`src/rtl/core/hmh_pos_ram.sv`:
```
module hmh_pos_ram #(
    parameter int IW = 8,
    parameter int SW = 7
) (
    input  logic          aclk,
    input  logic          we,
    input  logic [IW-1:0] waddr,
    input  logic [SW-1:0] wdata,
    input  logic [IW-1:0] raddr,
    output logic [SW-1:0] rdata
);

    logic [SW-1:0] mem [2 ** IW];

    always_ff @(posedge aclk) begin
        if (we) begin
            mem[waddr] <= wdata;
        end
        rdata <= mem[raddr];
    end

endmodule

```
`config.mk`:
```
export PLATFORM = sky130hd
export DESIGN_NAME = hmh_pos_ram
export DESIGN_NICKNAME = d
export VERILOG_FILES = /design/src/rtl/core/hmh_pos_ram.sv
export SDC_FILE = /design/constraint.sdc
export NUM_CORES = 2
export LEC_CHECK = 0
export BUFFER_PORTS_ARGS = -buffer_cell sky130_fd_sc_hd__buf_4
export CORE_ASPECT_RATIO = 1.1
export CORE_UTILIZATION = 37
export DETAILED_ROUTE_END_ITERATION = 7
export HOLD_SLACK_MARGIN = 0.02
export MAX_ROUTING_LAYER = met4
export SYNTH_ARGS = -nofsm -noshare
export SYNTH_HDL_FRONTEND = slang
export SYNTH_SLANG_ARGS = --single-unit
```
`constraint.sdc`:
```
create_clock -name aclk -period 4.75 [get_ports aclk]
set_input_delay 0 -clock aclk [delete_from_list [all_inputs] [get_ports aclk]]
set_output_delay 0 -clock aclk [all_outputs]
set_load 0.05 [all_outputs]
```
* Yosys cells after proc, flatten, opt, wreduce, memory -nomap -nowiden
Memories as Yosys holds them, arrays and structs flattened. A register that Yosys moved wholly into a read port is not among the register bits.
Index checks and enable logic that the tools add are counted.
** Word-level totals
- Input port bits :: 25
- Memory bits (read-only) :: 0
- Memories :: 1
- Word-level logic and storage cells :: 3
- Bits in latches :: 0
- RAM bits :: 1792
- Flip-flop bits (word level) :: 0
** Memory list
- mem :: words 256, bits a word 7, rd ports 1, clocked after memory_dff 1, write ports 1, RTL line 13 : logic [SW-1:0] mem [2 ** IW];
** Operators by class
- Mux-type cells :: 2
- Reduce and logical (&&, ||, !) cells :: 0
- Shift-type cells :: 0
- Multiply operators :: 0
- Magnitude comparators :: 0
- Divide/modulo/power cells :: 0
- Add/sub/neg operators :: 0
- Eq/ne operators :: 0
- Bitwise operators :: 0
** Operators with widths (count)
- $mux W1 :: 2

* Longest topological paths before layout
- Word-level depth :: 2
- Gate-level depth with buffers :: 12
- Mapped depth without buffers :: 6

* Worst setup path after synthesis
No wires, ideal clock.
- Path kind :: input -> register
- Start point :: input port raddr[0]
- End point :: register rdata[6], read port of mem
- Path slack :: 2855 ps
- Stages on the path :: 9
- Arrival time :: 1768 ps
- Cell sequence :: buf_6 -> buf_8 -> buf_6 -> buf_6 -> mux4_2 -> a221oi_1 -> o22ai_1 -> nor3_1 -> nor4_2
** RTL lines
- start, declared :: RTL line 9 : input logic [IW-1:0] raddr,
- end, declared :: RTL line 10 : output logic [SW-1:0] rdata

==> run metrics <==
Setup CP Type=input port to flop; area delta synth->final=12.10%; most common flop cell mapped by yosys=edfxtp_1; Worst Hold Depth=2; Worst Reg-to-Reg Cells=8; internal power=25.34 mW; Worst R2R Setup Slack=1260 ps; Worst path slowest cell=nor4_1; num ports=32; sequential fraction of the synthesis area=76.86%; sequential share of power=54.3%; switching share of total power=21.47%; origin of the critical flop-to-flop path=mem[67][0]$_DFFE_PP_; crit path from=raddr[4]; vias in the first global route=34658; Slew @ Worst Pin=1425 ps; Post-Syn Area per Cell=20.76 um2; Worst Setup End Kind=flop; CTS tree=built; total of max-cap violations=0; Min-Delay Endpoint=mem[27][0]$_DFFE_PP_; Post-Syn Instances=3381; synth top area cells=edfxtp_1 (77%), mux4_2 (12%), mux2i_1 (2.2%), nor2_1 (1.6%), a22oi_1 (0.65%); WL/cell=28.35 um; number of enable flip-flop cells after synthesis=1792; Inst Count DP=5827; family with the most delay on the worst path=simple AND/OR/NAND/NOR gates; most common library cells after synthesis=edfxtp_1 (1792), mux4_2 (380), nor2_1 (294), mux2i_1 (155), clkbuf_1 (88); CP bufs+invs=3; crit path max fanout=45; nets@finish=3508; status=completed; FF-to-FF End=rdata[0]$_DFF_P_; Hold Path Origin=wdata[0]; count leader, synth=edfxtp_1; clock latency on the worst-skew pair=800 ps; final hold slack=170.8 ps; CTS resizes=0; via count=34226; Die Wd=417.3 um; Max H-tree Level=4; switching pwr=6.927 mW; Core ar.=0.1885 mm2; Syn Nets=3406; fillcell total=16493; synthesized cell area=0.07020 mm2; die area=0.1915 mm2; post-route setup TNS=0 ps; Yosys top cell area share=76.66%; endpoints failing setup=0; Die Y=458.8 um; share of layout cells above drive strength 1=20.78%; Power per Cell Area=410.1 mW/mm2; Final ANT Viol Nets=0; first-pass GRT wire length=252900 um; initial DRC count=3680; setup bufs post-CTS=0; Reg clk slew, reported paths=60 ps; CTS buffer count=169; crit start category=input port; dpl ws=1105 ps; setup ws final=1182 ps; hpwl dp=105900 um; cell row count=167; DRC viols=0; All-Layer GR Usage=18.83%; largest net degree at the start of global routing=233; FF/Latch Area=0.05395 mm2; RSZ-0062 raised after global routing=no; Peak Freq=280.2 MHz; Hold Crit Class=input port to flop; total grt overflow=0; Rel. slew slack=4.116%; area leader, netlist=edfxtp_1; antenna violations before repair=12; WP data required=5500 ps; worst vdd ir=389.8 uV; Comb pwr share=5.0%; final hold vios=0; post-route insts no fill=6171; Final Skew=29.20 ps; Yosys reg bits=1799; clock sinks=1799; Final Max Tran Viols=0; post-layout minimum cycle time=3568 ps; CTS Buffer Depth=3; Clk pwr share=40.6%; Post-synth ARST share=0%; first-pass iteration count of the detailed router=5; leakage=24.02 nW; Multi-input gate area=0.01489 mm2; Max stage delay on crit path=940 ps; initial core utilization=37.25%; worst-path cell chain=buf_4 > nand2b_1 > or2_2 > o22ai_1 > nor4_1 > nor3_1 > dlygate4sd3_1 > nor4_1 > dlygate4sd3_1; CP Data Arrival Time=4310 ps; Synth warnings=0; Netlist cell types=53; IO buf count=31; drt total wl=175000 um; Avg Vias per Cell=5.546; RePlAce Congestion=0.8601; Root Driver=clkbuf_16; Final period util=75.13%
[metrics by stage]
step / area (um2) / total power [mW] / util (%)
5_1_grt: 78690 / 33.12 / 41.75
3_3_place_gp: 73170 / 19.47 / 38.82
2_1_floorplan: 70200 / 18.76 / -
3_5_place_dp: 73170 / 19.49 / 38.82
6_report: 78690 / 32.27 / 41.75
4_1_cts: 78660 / 32.49 / 41.74
[placed cells by master (no fill, tap or decap), types with 16 or more instances in the layout]
cell type | netlist | layout
nor4_1 | 35 | 35
mux2i_1 | 155 | 155
clkinv_2 | 0 | 30
a22oi_1 | 61 | 61
clkinv_1 | 0 | 48
dlygate4sd3_1 | 0 | 20
nand3_1 | 40 | 37
nor2b_1 | 17 | 16
edfxtp_1 | 1792 | 1792
clkbuf_1 | 88 | 31
a221oi_1 | 20 | 20
o22ai_1 | 66 | 66
buf_12 | 11 | 17
mux4_2 | 380 | 380
clkbuf_16 | 0 | 172
a21oi_1 | 46 | 46
nand2_1 | 74 | 73
nor3_1 | 38 | 38
buf_4 | 21 | 89
nor2_1 | 294 | 292
[per-layer routing]
metal  routed length, um  track usage, %
met1               71640           24.77
met5                   0               -
met2               84860           29.53
met3               12990           3.366
met4                5469           6.533
[registers in the layout, summed over array words and instances (netlist names)]
register  cells
rdata         7
mem        1792
[worst max-delay path by stage]
stage | end | slack (ps) | cells past startpoint
after floorplan | rdata[6]$_DFF_P_ | 2860 | 9
after global placement | rdata[0]$_DFF_P_ | 1110 | 8
after detailed placement | rdata[0]$_DFF_P_ | 1100 | 9
after CTS | rdata[0]$_DFF_P_ | 1370 | 8
after global routing | rdata[0]$_DFF_P_ | 1140 | 9
final | rdata[0]$_DFF_P_ | 1180 | 9
[power by group through the flow]
stage / logic, mW / clock network (mW) / registers (mW)
floorplan: 0.879 / 0 / 17.9
global placement: 1.60 / 0 / 17.9
detailed placement: 1.62 / 0 / 17.9
CTS: 1.64 / 13.3 / 17.5
global route: 1.71 / 13.9 / 17.5
finish: 1.62 / 13.1 / 17.5
[what timing repair did]
action / 4_1_cts / 5_1_grt
hold buffers: 20 / 0
endpoints found under the setup margin: 0 / 0
endpoints found under the hold margin: 799 / 0
[cell families after synthesis]
kind of cell / after synthesis / synth area share, %
flops: 1799 / 76.86
mux: 547 / 14.81
simple gates: 544 / 3.433
compound gates: 284 / 2.932
buf+inv: 207 / 1.970
[worst reg2reg max path: stages (launching register included)]
cell and delay [ps]:
edfxtp_1 340, mux4_2 240, mux4_2 230, nor2_1 60
nor4_1 960, nor3_1 140, dlygate4sd3_1 610, nor4_1 280
dlygate4sd3_1 590
[final cells by class]
type | instances | area share (%)
diodes | 12 | 0.03816
flip-flops and latches | 1799 | 68.56
repair buffers | 135 | 1.706
clock inverters | 109 | 1.111
inverters | 3 | 0.01431
clock buffers | 203 | 5.617
well taps | 2535 | 4.031
multi-input cells | 1375 | 18.92
Power figures use the tool's default switching activity.
